[config.mk]
export PLATFORM = sky130hd
export DESIGN_NAME = bank_switch_scanline_irq_mapper
export DESIGN_NICKNAME = d
export VERILOG_FILES = /design/src/rtl/core/bsirq_pkg.sv /design/src/rtl/core/bsirq_cfg.sv /design/src/rtl/core/bsirq_ctrl.sv /design/src/rtl/core/bsirq_dp.sv /design/src/rtl/core/bank_switch_scanline_irq_mapper.sv
export VERILOG_INCLUDE_DIRS = /design/src /design/src/rtl/core
export SDC_FILE = /design/constraint.sdc
export NUM_CORES = 1
export LEC_CHECK = 0
export BUFFER_PORTS_ARGS = -buffer_cell sky130_fd_sc_hd__buf_2
export CAP_MARGIN = 20
export CORE_ASPECT_RATIO = 1.25
export CORE_MARGIN = 1
export CORE_UTILIZATION = 45
export DETAILED_ROUTE_END_ITERATION = 8
export PLACE_DENSITY = 0.78
export REMOVE_ABC_BUFFERS = 1
export SLEW_MARGIN = 20
export SYNTH_ARGS = -nofsm -noshare
export SYNTH_HDL_FRONTEND = slang
export SYNTH_SLANG_ARGS = --single-unit
[constraint.sdc]
create_clock -name clk -period 2.15 [get_ports clk]
set_clock_uncertainty 0.05 [all_clocks]
set_input_delay 0.1075 -clock clk [delete_from_list [all_inputs] [get_ports clk]]
set_output_delay 0.1075 -clock clk [all_outputs]
set_load 0.01 [all_outputs]
[src/rtl/core/assert_macros.svh]
// Assertion macros shared by the bank switch mapper RTL.
// Define NO_ASSERTIONS to compile every macro to nothing.
`ifndef ASSERT_MACROS_SVH
`define ASSERT_MACROS_SVH
`ifndef NO_ASSERTIONS
`define BSIRQ_ASSERT(label, clk, rst_n, prop, msg) \
    label: assert property (@(posedge clk) disable iff (!rst_n) prop) else $error(msg);
`define BSIRQ_NEVER(label, clk, rst_n, prop, msg) \
    label: assert property (@(posedge clk) disable iff (!rst_n) !(prop)) else $error(msg);
`else
`define BSIRQ_ASSERT(label, clk, rst_n, prop, msg)
`define BSIRQ_NEVER(label, clk, rst_n, prop, msg)
`endif
`endif

[src/rtl/core/bsirq_pkg.sv]
// Shared types, codes and the result table of the bank switch mapper.
// No dependencies; imported by every module of the block.
package bsirq_pkg;

    localparam int unsigned IN_W  = 40;
    localparam int unsigned OUT_W = 16;

    localparam logic [8:0] LAST_VISIBLE_LINE = 9'd239;

    localparam logic [7:0][7:0] BANK_RESET =
        {8'd1, 8'd0, 8'd7, 8'd6, 8'd5, 8'd4, 8'd2, 8'd0};
    localparam logic [7:0] PRG_SECOND_LAST = 8'd62;
    localparam logic [7:0] PRG_LAST        = 8'd63;

    typedef logic [1:0] kind_t;
    localparam kind_t KIND_PRG    = 2'd0;
    localparam kind_t KIND_CHR    = 2'd1;
    localparam kind_t KIND_MIRROR = 2'd2;
    localparam kind_t KIND_IRQ    = 2'd3;

    localparam logic [2:0] SLOT_IRQ_SET = 3'd0;
    localparam logic [2:0] SLOT_IRQ_CLR = 3'd1;

    // {address[15:13], address[0]}
    typedef logic [3:0] reg_sel_t;
    localparam reg_sel_t REG_BANK_SELECT = 4'b1000;
    localparam reg_sel_t REG_BANK_DATA   = 4'b1001;
    localparam reg_sel_t REG_MIRROR      = 4'b1010;
    localparam reg_sel_t REG_PRG_RAM     = 4'b1011;
    localparam reg_sel_t REG_IRQ_LATCH   = 4'b1100;
    localparam reg_sel_t REG_IRQ_RELOAD  = 4'b1101;
    localparam reg_sel_t REG_IRQ_DISABLE = 4'b1110;
    localparam reg_sel_t REG_IRQ_ENABLE  = 4'b1111;

    typedef logic [3:0] step_t;
    localparam step_t STEP_PRG0    = 4'd0;
    localparam step_t STEP_PRG1    = 4'd1;
    localparam step_t STEP_PRG2    = 4'd2;
    localparam step_t STEP_PRG3    = 4'd3;
    localparam step_t STEP_CHR0    = 4'd4;
    localparam step_t STEP_CHR1    = 4'd5;
    localparam step_t STEP_CHR2    = 4'd6;
    localparam step_t STEP_CHR3    = 4'd7;
    localparam step_t STEP_CHR4    = 4'd8;
    localparam step_t STEP_CHR5    = 4'd9;
    localparam step_t STEP_CHR6    = 4'd10;
    localparam step_t STEP_CHR7    = 4'd11;
    localparam step_t STEP_MIRROR  = 4'd12;
    localparam step_t STEP_IRQ_SET = 4'd13;
    localparam step_t STEP_IRQ_CLR = 4'd14;

    localparam logic CFG_FOUR_SCREEN = 1'b0;
    localparam logic CFG_REV_B       = 1'b1;

    typedef enum logic [1:0] {
        ST_IDLE,
        ST_DECODE,
        ST_EMIT
    } ctl_state_t;

    typedef struct packed {
        logic capture;
        logic commit;
        logic load_step;
        logic advance;
        logic out_load;
    } dp_cmd_t;

    typedef struct packed {
        logic has_result;
        logic step_last;
        logic out_free;
    } dp_stat_t;

    typedef struct packed {
        logic four_screen;
        logic rev_b;
    } cfg_t;

    typedef struct packed {
        kind_t      kind;
        logic [2:0] slot;
        logic [7:0] bank;
    } result_t;

    function automatic result_t gen_result(
        input step_t           step,
        input logic [7:0]      cmd,
        input logic [7:0][7:0] banks,
        input logic [7:0]      data
    );
        result_t    r;
        logic [2:0] x;
        logic [2:0] k;
        r = '0;
        x = {cmd[7], 2'b00};
        k = 3'(step - STEP_CHR0);
        case (step)
            STEP_PRG0:
            begin
                r.kind = KIND_PRG;
                r.slot = cmd[6] ? 3'd2 : 3'd0;
                r.bank = {2'b00, banks[6][5:0]};
            end
            STEP_PRG1:
            begin
                r.kind = KIND_PRG;
                r.slot = cmd[6] ? 3'd0 : 3'd2;
                r.bank = PRG_SECOND_LAST;
            end
            STEP_PRG2:
            begin
                r.kind = KIND_PRG;
                r.slot = 3'd1;
                r.bank = {2'b00, banks[7][5:0]};
            end
            STEP_PRG3:
            begin
                r.kind = KIND_PRG;
                r.slot = 3'd3;
                r.bank = PRG_LAST;
            end
            STEP_CHR0:
            begin
                r.kind = KIND_CHR;
                r.slot = k ^ x;
                r.bank = {banks[0][7:1], 1'b0};
            end
            STEP_CHR1:
            begin
                r.kind = KIND_CHR;
                r.slot = k ^ x;
                r.bank = {banks[0][7:1], 1'b1};
            end
            STEP_CHR2:
            begin
                r.kind = KIND_CHR;
                r.slot = k ^ x;
                r.bank = {banks[1][7:1], 1'b0};
            end
            STEP_CHR3:
            begin
                r.kind = KIND_CHR;
                r.slot = k ^ x;
                r.bank = {banks[1][7:1], 1'b1};
            end
            STEP_CHR4, STEP_CHR5, STEP_CHR6, STEP_CHR7:
            begin
                r.kind = KIND_CHR;
                r.slot = k ^ x;
                r.bank = banks[3'(k - 3'd2)];
            end
            STEP_MIRROR:
            begin
                r.kind = KIND_MIRROR;
                r.slot = 3'd0;
                r.bank = {7'd0, ~data[0]};
            end
            STEP_IRQ_SET:
            begin
                r.kind = KIND_IRQ;
                r.slot = SLOT_IRQ_SET;
                r.bank = 8'd0;
            end
            STEP_IRQ_CLR:
            begin
                r.kind = KIND_IRQ;
                r.slot = SLOT_IRQ_CLR;
                r.bank = 8'd0;
            end
            default:
            begin
                r = '0;
            end
        endcase
        return r;
    endfunction

endpackage

[src/rtl/core/bsirq_cfg.sv]
// APB configuration registers: four-screen flag and counter revision.
// Depends on bsirq_pkg.
module bsirq_cfg (
    input  logic                clk,
    input  logic                rst_n,
    input  logic                psel,
    input  logic                penable,
    input  logic                pwrite,
    input  logic [2:0]          paddr,
    input  logic [31:0]         pwdata,
    output logic [31:0]         prdata,
    output logic                pready,
    output bsirq_pkg::cfg_t     cfg
);
    import bsirq_pkg::*;

    logic four_screen_reg;
    logic rev_b_reg;
    logic wr_en;

    assign pready = 1'b1;
    assign wr_en  = psel && penable && pwrite && pready;

    always_ff @(posedge clk or negedge rst_n)
    begin
        if (!rst_n)
        begin
            four_screen_reg <= 1'b0;
            rev_b_reg       <= 1'b1;
        end
        else if (wr_en)
        begin
            case (paddr[2])
                CFG_FOUR_SCREEN: four_screen_reg <= pwdata[0];
                CFG_REV_B:       rev_b_reg       <= pwdata[0];
                default:         four_screen_reg <= four_screen_reg;
            endcase
        end
    end

    always_comb
    begin
        case (paddr[2])
            CFG_FOUR_SCREEN: prdata = {31'd0, four_screen_reg};
            CFG_REV_B:       prdata = {31'd0, rev_b_reg};
            default:         prdata = 32'd0;
        endcase
    end

    assign cfg.four_screen = four_screen_reg;
    assign cfg.rev_b       = rev_b_reg;

endmodule

[src/rtl/core/bsirq_ctrl.sv]
// Controller: accept, decode/commit, then step out results one at a time.
// Depends on bsirq_pkg and assert_macros.svh.
`include "assert_macros.svh"

module bsirq_ctrl (
    input  logic                clk,
    input  logic                rst_n,
    input  logic                s_axis_tvalid,
    output logic                s_axis_tready,
    input  bsirq_pkg::dp_stat_t stat,
    output bsirq_pkg::dp_cmd_t  cmd
);
    import bsirq_pkg::*;

    ctl_state_t state_reg;
    ctl_state_t state_next;

    always_ff @(posedge clk or negedge rst_n)
    begin
        if (!rst_n)
        begin
            state_reg <= ST_IDLE;
        end
        else
        begin
            state_reg <= state_next;
        end
    end

    always_comb
    begin
        state_next = state_reg;
        case (state_reg)
            ST_IDLE:
            begin
                if (s_axis_tvalid)
                begin
                    state_next = ST_DECODE;
                end
            end
            ST_DECODE:
            begin
                state_next = stat.has_result ? ST_EMIT : ST_IDLE;
            end
            ST_EMIT:
            begin
                if (stat.out_free && stat.step_last)
                begin
                    state_next = ST_IDLE;
                end
            end
            default:
            begin
                state_next = ST_IDLE;
            end
        endcase
    end

    always_comb
    begin
        s_axis_tready = 1'b0;
        cmd           = '0;
        case (state_reg)
            ST_IDLE:
            begin
                s_axis_tready = 1'b1;
                cmd.capture   = s_axis_tvalid;
            end
            ST_DECODE:
            begin
                cmd.commit    = 1'b1;
                cmd.load_step = 1'b1;
            end
            ST_EMIT:
            begin
                cmd.out_load = stat.out_free;
                cmd.advance  = stat.out_free && !stat.step_last;
            end
            default:
            begin
                s_axis_tready = 1'b0;
            end
        endcase
    end

    `BSIRQ_ASSERT(a_capture_then_decode, clk, rst_n, cmd.capture |=> cmd.commit, "no decode after capture")
    `BSIRQ_ASSERT(a_single_commit, clk, rst_n, cmd.commit |=> !cmd.commit, "item committed twice")

endmodule

[src/rtl/core/bsirq_dp.sv]
// Datapath: item capture, mapper state, result plan, step counter, output register.
// Depends on bsirq_pkg and assert_macros.svh.
`include "assert_macros.svh"

module bsirq_dp (
    input  logic                clk,
    input  logic                rst_n,
    input  bsirq_pkg::cfg_t     cfg,
    input  bsirq_pkg::dp_cmd_t  cmd,
    output bsirq_pkg::dp_stat_t stat,
    input  logic [bsirq_pkg::IN_W-1:0]  s_axis_tdata,
    input  logic                        s_axis_tuser,
    output logic                        m_axis_tvalid,
    input  logic                        m_axis_tready,
    output logic [bsirq_pkg::OUT_W-1:0] m_axis_tdata,
    output logic [1:0]                  m_axis_tuser,
    output logic                        m_axis_tlast
);
    import bsirq_pkg::*;

    // captured item
    logic       func_reg;
    reg_sel_t   sel_reg;
    logic [7:0] data_reg;
    logic [8:0] line_reg;
    logic       disp_reg;

    // mapper state
    logic [7:0]      cmd_reg;
    logic [7:0][7:0] banks_reg;
    logic [7:0]      latch_reg;
    logic [7:0]      counter_reg;
    logic            reload_reg;
    logic            enable_reg;

    step_t step_reg;
    step_t end_reg;

    logic    out_valid_reg;
    result_t out_res_reg;
    logic    out_last_reg;

    logic       visible;
    logic       cnt_zero;
    logic [7:0] cnt_new;
    logic       fire;
    logic       prg_chg;
    logic       chr_chg;
    logic       plan_has;
    step_t      plan_first;
    step_t      plan_last;

    always_ff @(posedge clk)
    begin
        if (cmd.capture)
        begin
            func_reg <= s_axis_tuser;
            sel_reg  <= {s_axis_tdata[15:13], s_axis_tdata[0]};
            data_reg <= s_axis_tdata[23:16];
            line_reg <= s_axis_tdata[32:24];
            disp_reg <= s_axis_tdata[33];
        end
    end

    assign visible  = (line_reg <= LAST_VISIBLE_LINE) && disp_reg;
    assign cnt_zero = (counter_reg == 8'd0);
    assign cnt_new  = (cnt_zero || reload_reg) ? latch_reg : counter_reg - 8'd1;
    assign fire     = (!cnt_zero || cfg.rev_b) && (cnt_new == 8'd0) && enable_reg;
    assign prg_chg  = data_reg[6] ^ cmd_reg[6];
    assign chr_chg  = data_reg[7] ^ cmd_reg[7];

    always_comb
    begin
        plan_has   = 1'b0;
        plan_first = STEP_PRG0;
        plan_last  = STEP_PRG0;
        if (func_reg)
        begin
            plan_has   = visible && fire;
            plan_first = STEP_IRQ_SET;
            plan_last  = STEP_IRQ_SET;
        end
        else
        begin
            case (sel_reg)
                REG_BANK_SELECT:
                begin
                    plan_has   = prg_chg || chr_chg;
                    plan_first = prg_chg ? STEP_PRG0 : STEP_CHR0;
                    plan_last  = chr_chg ? STEP_CHR7 : STEP_PRG3;
                end
                REG_BANK_DATA:
                begin
                    plan_has = 1'b1;
                    case (cmd_reg[2:0])
                        3'd0:
                        begin
                            plan_first = STEP_CHR0;
                            plan_last  = STEP_CHR1;
                        end
                        3'd1:
                        begin
                            plan_first = STEP_CHR2;
                            plan_last  = STEP_CHR3;
                        end
                        3'd2:
                        begin
                            plan_first = STEP_CHR4;
                            plan_last  = STEP_CHR4;
                        end
                        3'd3:
                        begin
                            plan_first = STEP_CHR5;
                            plan_last  = STEP_CHR5;
                        end
                        3'd4:
                        begin
                            plan_first = STEP_CHR6;
                            plan_last  = STEP_CHR6;
                        end
                        3'd5:
                        begin
                            plan_first = STEP_CHR7;
                            plan_last  = STEP_CHR7;
                        end
                        3'd6:
                        begin
                            plan_first = STEP_PRG0;
                            plan_last  = STEP_PRG0;
                        end
                        default:
                        begin
                            plan_first = STEP_PRG2;
                            plan_last  = STEP_PRG2;
                        end
                    endcase
                end
                REG_MIRROR:
                begin
                    plan_has   = !cfg.four_screen;
                    plan_first = STEP_MIRROR;
                    plan_last  = STEP_MIRROR;
                end
                REG_IRQ_DISABLE:
                begin
                    plan_has   = 1'b1;
                    plan_first = STEP_IRQ_CLR;
                    plan_last  = STEP_IRQ_CLR;
                end
                default:
                begin
                    plan_has = 1'b0;
                end
            endcase
        end
    end

    // any write outside the decoded registers lands on the enable register
    always_ff @(posedge clk or negedge rst_n)
    begin
        if (!rst_n)
        begin
            cmd_reg     <= 8'd0;
            banks_reg   <= BANK_RESET;
            latch_reg   <= 8'd0;
            counter_reg <= 8'd0;
            reload_reg  <= 1'b0;
            enable_reg  <= 1'b0;
        end
        else if (cmd.commit)
        begin
            if (func_reg)
            begin
                if (visible)
                begin
                    counter_reg <= cnt_new;
                    reload_reg  <= 1'b0;
                end
            end
            else
            begin
                case (sel_reg)
                    REG_BANK_SELECT: cmd_reg                  <= data_reg;
                    REG_BANK_DATA:   banks_reg[cmd_reg[2:0]]  <= data_reg;
                    REG_MIRROR:      enable_reg               <= enable_reg;
                    REG_PRG_RAM:     enable_reg               <= enable_reg;
                    REG_IRQ_LATCH:   latch_reg                <= data_reg;
                    REG_IRQ_RELOAD:  reload_reg               <= 1'b1;
                    REG_IRQ_DISABLE: enable_reg               <= 1'b0;
                    REG_IRQ_ENABLE:  enable_reg               <= 1'b1;
                    default:         enable_reg               <= 1'b1;
                endcase
            end
        end
    end

    always_ff @(posedge clk)
    begin
        if (cmd.load_step)
        begin
            step_reg <= plan_first;
            end_reg  <= plan_last;
        end
        else if (cmd.advance)
        begin
            step_reg <= step_reg + 4'd1;
        end
    end

    always_ff @(posedge clk or negedge rst_n)
    begin
        if (!rst_n)
        begin
            out_valid_reg <= 1'b0;
        end
        else if (cmd.out_load)
        begin
            out_valid_reg <= 1'b1;
        end
        else if (m_axis_tready)
        begin
            out_valid_reg <= 1'b0;
        end
    end

    always_ff @(posedge clk)
    begin
        if (cmd.out_load)
        begin
            out_res_reg  <= gen_result(step_reg, cmd_reg, banks_reg, data_reg);
            out_last_reg <= (step_reg == end_reg);
        end
    end

    assign stat.has_result = plan_has;
    assign stat.step_last  = (step_reg == end_reg);
    assign stat.out_free   = !out_valid_reg || m_axis_tready;

    assign m_axis_tvalid = out_valid_reg;
    assign m_axis_tdata  = {5'd0, out_res_reg.bank, out_res_reg.slot};
    assign m_axis_tuser  = out_res_reg.kind;
    assign m_axis_tlast  = out_last_reg;

    `BSIRQ_ASSERT(a_step_in_plan, clk, rst_n, cmd.out_load |-> (step_reg <= end_reg), "step ran past plan end")
    `BSIRQ_NEVER(a_no_overwrite, clk, rst_n, cmd.out_load && out_valid_reg && !m_axis_tready, "pending result overwritten")
    `BSIRQ_ASSERT(a_enable_by_commit, clk, rst_n, $rose(enable_reg) |-> $past(cmd.commit), "irq enable set outside commit")

endmodule

[src/rtl/core/bank_switch_scanline_irq_mapper.sv]
// Top level of the bank switch mapper with scanline IRQ counter.
// Depends on bsirq_pkg, bsirq_cfg, bsirq_ctrl and bsirq_dp.
//
//   channel   | direction | payload
//   ----------+-----------+-----------------------------------------------
//   s_axis    | in        | tuser: func; tdata: address, data, scanline,
//             |           |   display_on
//   m_axis    | out       | tuser: kind; tdata: slot, bank; tlast: last
//   apb       | in/out    | reg 0 four_screen @0x0, reg 1 rev_b @0x4
//
// An item passes through accept, then decode and commit, then one emit step per
// result it causes; the result sequencer emits one result per cycle, while
// m_axis accepts, from a single output register.
// The next item is accepted while the final result still waits in that register.
// A stalled m_axis holds the sequencer; reset restores the bank registers and
// leaves no result pending.
module bank_switch_scanline_irq_mapper (
    input  logic                        clk,
    input  logic                        rst_n,
    input  logic                        s_axis_tvalid,
    output logic                        s_axis_tready,
    // [15:0] address, [23:16] data, [32:24] scanline, [33] display_on
    input  logic [bsirq_pkg::IN_W-1:0]  s_axis_tdata,
    // [0] func
    input  logic                        s_axis_tuser,
    output logic                        m_axis_tvalid,
    input  logic                        m_axis_tready,
    // [2:0] slot, [10:3] bank
    output logic [bsirq_pkg::OUT_W-1:0] m_axis_tdata,
    // [1:0] kind
    output logic [1:0]                  m_axis_tuser,
    output logic                        m_axis_tlast,
    input  logic                        psel,
    input  logic                        penable,
    input  logic                        pwrite,
    input  logic [2:0]                  paddr,
    input  logic [31:0]                 pwdata,
    output logic [31:0]                 prdata,
    output logic                        pready
);
    import bsirq_pkg::*;

    cfg_t     cfg;
    dp_cmd_t  cmd;
    dp_stat_t stat;

    bsirq_cfg u_cfg (
        .clk     (clk),
        .rst_n   (rst_n),
        .psel    (psel),
        .penable (penable),
        .pwrite  (pwrite),
        .paddr   (paddr),
        .pwdata  (pwdata),
        .prdata  (prdata),
        .pready  (pready),
        .cfg     (cfg)
    );

    bsirq_ctrl u_ctrl (
        .clk           (clk),
        .rst_n         (rst_n),
        .s_axis_tvalid (s_axis_tvalid),
        .s_axis_tready (s_axis_tready),
        .stat          (stat),
        .cmd           (cmd)
    );

    bsirq_dp u_dp (
        .clk           (clk),
        .rst_n         (rst_n),
        .cfg           (cfg),
        .cmd           (cmd),
        .stat          (stat),
        .s_axis_tdata  (s_axis_tdata),
        .s_axis_tuser  (s_axis_tuser),
        .m_axis_tvalid (m_axis_tvalid),
        .m_axis_tready (m_axis_tready),
        .m_axis_tdata  (m_axis_tdata),
        .m_axis_tuser  (m_axis_tuser),
        .m_axis_tlast  (m_axis_tlast)
    );

endmodule

Yosys cells after proc, flatten, opt, wreduce, memory -nomap -nowiden:

Cells that the tools add are included.

* output and inout bits: 54
* flip-flop bits (word level): 140
* input port bits: 83
* logic and storage cells: 148

* order comparisons: 4
* bitwise operators: 7
* $add $sub $neg: 4
* reduce and logical (&&, ||, !) cells: 37
* eq/ne operators: 33
* muxes and demuxes: 35

Operators with widths (number)
* 13-bit one-hot mux with 12 select lines: 1
* 64-bit bitwise mux: 1
* 32-bit one-hot mux with 2 select lines: 1
* 4-bit equality test, second input constant: 14
* 4-bit one-hot mux with 7 select lines: 2
* 4-bit one-hot mux with 4 select lines: 2
* 8-bit binary-select mux with 3-bit select: 1
* 8-bit demux with 3-bit select: 1
* 8-bit two-way mux: 3
* 3-bit AND reduction: 6
* 4-bit by 3-bit equality test with 1-bit output, second input constant: 4
* 8-bit zero test: 2
* 4-bit two-way mux: 4
* 2-bit two-way mux: 7
* 3-bit equality test, second input constant: 3
* 9-bit by 8-bit <= comparator with 1-bit output, second input constant: 1
* 1-bit logical AND: 9
* 4-bit by 2-bit equality test with 1-bit output, second input constant: 2
* 3-bit by 4-bit less-than comparator with 1-bit output, second input constant: 2
* 1-bit two-way mux: 8
* 8-bit by 1-bit subtractor with 8-bit output, second input constant: 1
* 3-bit by 2-bit equality test with 1-bit output, second input constant: 2
* 2-bit one-hot mux with 3 select lines: 1
* 2-bit AND reduction: 3
* other kinds (26): 39

Depth between registers and ports, before layout:

* depth in word-level cells: 10
* mapped depth: 9
* mapped depth without buffers: 7

By module:

Synthesis repeated with hierarchy kept, for this count alone.

* cell total of the unflattened synthesis: 531
* area total of the unflattened synthesis: 6822.8 sq um

By module, submodules not included
* bsirq_dp: sequential area each 3445.8 sq um, cells an instance 475, area an instance 6341.1 sq um, instances 1
* bsirq_cfg: sequential area each 51.3 sq um, cells an instance 43, area an instance 362.8 sq um, instances 1
* bsirq_ctrl: sequential area each 50.0 sq um, cells an instance 13, area an instance 118.9 sq um, instances 1

Worst setup path after synthesis:

OpenSTA, ideal clock, no wires.

* path type: register to register
* start point: register u_dp.step_reg[1]
* end point: register u_dp.out_res_reg, in the netlist u_dp.m_axis_tdata[3] (data pin)
* required time: 1.833 ns
* slack: -0.180 ns
* library setup time: 0.267 ns
* stages on the path, launching flop included: 9
* data arrival time: 2.013 ns
* buffers on the path: 2
* period minus slack after synthesis: 2.330 ns
* cells stage by stage: edfxtp_1 > clkbuf_1 > clkbuf_1 > inv_1 > ha_1 > nor3_1 > nand2b_1 > nand2b_1 > o21ai_0

* word-level cells in the longest chain between the ends: 5
* elaborated cells on any way between the ends: 21
* those cells by class: add/sub: 2; eq/ne: 14; mux: 3; reduce/logical: 2

Ends and longest elaborated chain
* from (decl): line bsirq_dp.sv:36 `step_t step_reg;`
* from (signal assigned): line bsirq_dp.sv:201 `step_reg <= plan_first;`
* from (signal assigned): line bsirq_dp.sv:206 `step_reg <= step_reg + 4'd1;`
* 3-bit subtractor: line bsirq_pkg.sv:97 `k = 3'(step - STEP_CHR0);`
* 3-bit by 2-bit subtractor with 3-bit output: line bsirq_pkg.sv:151 `r.bank = banks[3'(k - 3'd2)];`
* 8-bit binary-select mux with 3-bit select: line bsirq_pkg.sv:151
* 8-bit two-way mux (implied by the code): line bsirq_pkg.sv:151
* 13-bit one-hot mux with 12 select lines (*): line bsirq_pkg.sv:98 `case (step)`
* to (signal assigned): line bsirq_dp.sv:230 `out_res_reg <= gen_result(step_reg, cmd_reg, banks_reg, data_reg);`
* to (decl): line bsirq_dp.sv:40 `result_t out_res_reg;`

Every way passes the cells marked *; elsewhere a longest branch is shown, timed or not. The select of a mux whose other input is x is not followed.
A chain may end at the register's enable or synchronous reset.

Final worst setup path:

* start point: register u_dp.counter_reg[1]
* end point: register u_ctrl.state_reg[1]

* word-level cells in the longest chain between the ends: 10
* elaborated cells on any way between the ends: 13
* those cells by class: add/sub: 1; mux: 4; reduce/logical: 8

Ends and longest elaborated chain
* from (decl): line bsirq_dp.sv:32 `logic [7:0] counter_reg;`
* from (signal assigned): line bsirq_dp.sv:176 `counter_reg <= cnt_new;`
* branches (longest 4 deep; another with 8-bit by 1-bit subtractor with 8-bit output)
* 1-bit logical AND (*) (2 in a row): line bsirq_dp.sv:68 `assign fire = (!cnt_zero || cfg.rev_b) && (cnt_new == 8'd0) && enable_reg;`
* 1-bit logical AND (*): line bsirq_dp.sv:79 `plan_has = visible && fire;`
* 1-bit two-way mux (*): line bsirq_dp.sv:77 `if (func_reg)`
* 2-bit two-way mux (*): line bsirq_ctrl.sv:43 `state_next = stat.has_result ? ST_EMIT : ST_IDLE;`
* 2-bit one-hot mux with 3 select lines (*): line bsirq_ctrl.sv:33 `case (state_reg)`
* to (signal assigned): line bsirq_ctrl.sv:26 `state_reg <= state_next;`
* to (decl): line bsirq_ctrl.sv:15 `ctl_state_t state_reg;`

Mark *: on every way between the ends.

==> qor.txt <==
most common cell after layout, fill and taps aside: dfrtp_1
RSZ-0062 raised after global routing: true
CP Class: flop to flop
most frequent cells in the layout: dfrtp_1, mux2_2, buf_4
Max Root-Sink Buffers: 2
WL per Instance: 18.3 microns
Port-buffer cells: 44
met1 Use GR: 23.0%
Min Hold Slack: 0.0176 ns
Worst Hold Endpoint: u_cfg.rev_b_reg$_DFFE_PN1P_
TritonCTS clock tree: yes
Clock Tree Root: clkbuf_16
vias in the first global route: 4985
Vias/cell: 5.58
die area: 15500 sq um
Leak: 0.00383 uW
max reg flops: 64
CTS buffer count: 17
met3 track demand over resource: 4.72%
met2 usage: 36.8%
Worst VDD drop: 0.584 mV
crit path time final: 2.23 ns
initial detailed-routing violation count: 252
Critical Path AT: 2.51 ns
relative slew slack: 55.4%
Antenna Nets Post-Route: 0
Hold Vio Cnt, Final: 0
ant diodes: 0
final wirelength: 15500 microns
ys async rst share: 69.2%
WHS Path Cells: 3
Mapped Area: 6750 sq um
Hold Startpoint: penable
hpwl dp: 10300 microns
Worst setup SP type: flop
Max Cap Violations: 0
CP max stage delay: 0.55 ns
CP max stage cell: or4_4
largest net degree at the start of global routing: 52
Top Ports: 137
critical path peak fanout: 4
Hold WC Path Type: input pin to flop
GPL Wtd Cong: 0.836
sequential area share after synthesis: 52.6%
crit-path cells: inv_2 -> ha_4 -> nor3b_4 -> a21oi_2 -> mux2_4 -> or4_4 -> o31ai_4
All-Layer GR Usage: 20.9%
Final period util: 104%
Register-to-Register Path Depth: 7
final setup violating endpoints: 1
core area: 14500 sq um
global-route wire length before repair: 24900 microns
Post-Layout Inst Area: 8370 sq um
Max H-tree Level: 4
Yosys warning count: 0
Clock Pin Slew Worst Setup and Hold Paths: 0.06 ns
layout net count: 748
Worst setup EP type: flop
failing checks: DRC, setup timing
clock latency at the later pin of the worst-skew pair: 0.42 ns
Synth Register Bits: 133
drt drc: 10
ys flop type: dfrtp_1
total grt overflow: 0
post-synth cell types: 62
Pwr Total: 9450 uW
Layout area overhead: 24.1%
antenna violations before repair: 0
Syn Area/Cell: 12.7 sq um
detailed-router iteration count before antenna repair: 9
DIE HEIGHT: 139 microns
Top Usage Layer GRT: met2
Worst R2R Setup Slack: -0.08 ns
status: finished with violations
Placed Area: 7350 sq um
power per standard cell area: 1130 nW/um^2
Die W: 112 microns
Critical R2R Launch: u_dp.counter_reg[1]$_DFFE_PN0P_
row cnt: 49
r2r endpoint: u_ctrl.state_reg[1]$_DFFE_PN0P_
slew of the pin with the lowest slew margin: 0.669 ns
Final Max Tran Viols: 0
Clock Sink Count: 133
final setup margin: -0.0845 ns
data required time of the worst path: 2.42 ns
Post-Syn Instances: 533
starting density of the core: 46.4%
share of cells above drive strength 1: 35.3%
count of flip-flops with a built-in enable after synthesis: 41
fillers: 1131
vias: 4710
Max Clock Freq: 0.448 GHz
[metal layers]
layer	vias to the layer above	share of wire, %
li1	2109	-
met2	200	53
met1	2354	38
met3	47	4.9
met5	-	0
met4	0	3.8
[Yosys cell counts, drive strengths merged (9+ instances only)]
library cell | number | area (sq um)
a21oi | 15 | 78.8
buf | 45 | 310
clkbuf | 17 | 65.1
dfrtp | 81 | 2030
dfstp | 11 | 289
edfxtp | 41 | 1230
ha | 12 | 150
inv | 11 | 41.3
mux2 | 85 | 961
mux2i | 9 | 90.1
mux4 | 16 | 360
nand2 | 38 | 143
nand2b | 9 | 56.3
nor2 | 20 | 75.1
o21ai | 30 | 150
[power breakdown]
group | leakage [uW] | total, uW | switching [uW] | internal, uW
clock | 0.000317 | 3130 | 1090 | 2040
sequential | 0.00160 | 3450 | 391 | 3060
combinational | 0.00191 | 2870 | 1480 | 1380
total | 0.00383 | 9450 | 2970 | 6490
[what timing repair did]
action / CTS / global route
setup endpoints to repair: 1 / 6
gates resized for setup: 0 / 8
endpoints found under the hold margin: 65 / 0
buffers inserted: 1 / 10
pin swaps: 0 / 4
hold buffers: 25 / 0
[stage by stage]
step | worst slack [ns] | util, % | cells | TNS (ns)
6_report | -0.0845 | 57.6 | 844 | -0.0845
5_1_grt | -0.114 | 57.6 | 844 | -0.114
4_1_cts | 0.0164 | 56.9 | 834 | 0
3_5_place_dp | 0.00448 | 50.6 | 776 | 0
3_3_place_gp | 0.0288 | 50.6 | 776 | 0
2_1_floorplan | -0.238 | - | 506 | -2.33
[cells by family (layout without fill, tap and decap cells)]
logic type / count (synthesis) / in the layout / synth area share [%]
multiplexers: 110 / 110 / 20.9
flip-flops: 133 / 133 / 52.6
AO/OA/AOI/OAI: 87 / 87 / 8.49
XOR/XNOR: 12 / 12 / 1.56
adder cells (fa/ha/maj): 12 / 12 / 2.22
AND/OR/NAND/NOR: 104 / 104 / 7.97
buffers and inverters: 73 / 171 / 6.17
other: 2 / 37 / 0.111
[worst max path at each step]
stage,from,to,slack [ns],cells after the start
global route,u_dp.counter_reg[1]$_DFFE_PN0P_,u_ctrl.state_reg[1]$_DFFE_PN0P_,-0.11,7
CTS,u_dp.step_reg[1]$_DFFE_PP_,u_dp.m_axis_tdata[4]$_SDFFCE_PN0P_,0.02,8
detailed placement,u_dp.counter_reg[1]$_DFFE_PN0P_,u_ctrl.state_reg[1]$_DFFE_PN0P_,0.004,7
global placement,u_dp.counter_reg[0]$_DFFE_PN0P_,u_ctrl.state_reg[1]$_DFFE_PN0P_,0.03,7
floorplan,u_dp.step_reg[0]$_DFFE_PP_,u_dp.m_axis_tdata[3]$_SDFFCE_PN0P_,-0.24,6
finish,u_dp.counter_reg[1]$_DFFE_PN0P_,u_ctrl.state_reg[1]$_DFFE_PN0P_,-0.08,7
[worst max-delay path, delay by kind of cell, from the launching register on]
kind / cells / cell delay (ns)
AOI/OAI and AO/OA: 2 / 0.35
adders and majority gates: 1 / 0.13
buffers and inverters: 1 / 0.09
DFF: 1 / 0.40
muxes: 1 / 0.33
and+or+nand+nor: 2 / 0.80
[cell type report]
| class | instances | area, sq um | area share [%] |
|---|---|---|---|
| sequential | 133 | 3550 | 42.4 |
| multi-input combinational | 362 | 2940 | 35.2 |
| timing repair buffer | 128 | 953 | 11.4 |
| clock buffer | 26 | 596 | 7.11 |
| tap | 178 | 223 | 2.66 |
| clock inverter | 6 | 70.1 | 0.837 |
| inverter | 11 | 41.3 | 0.493 |
Note: power is estimated with default switching activity, not from simulation.
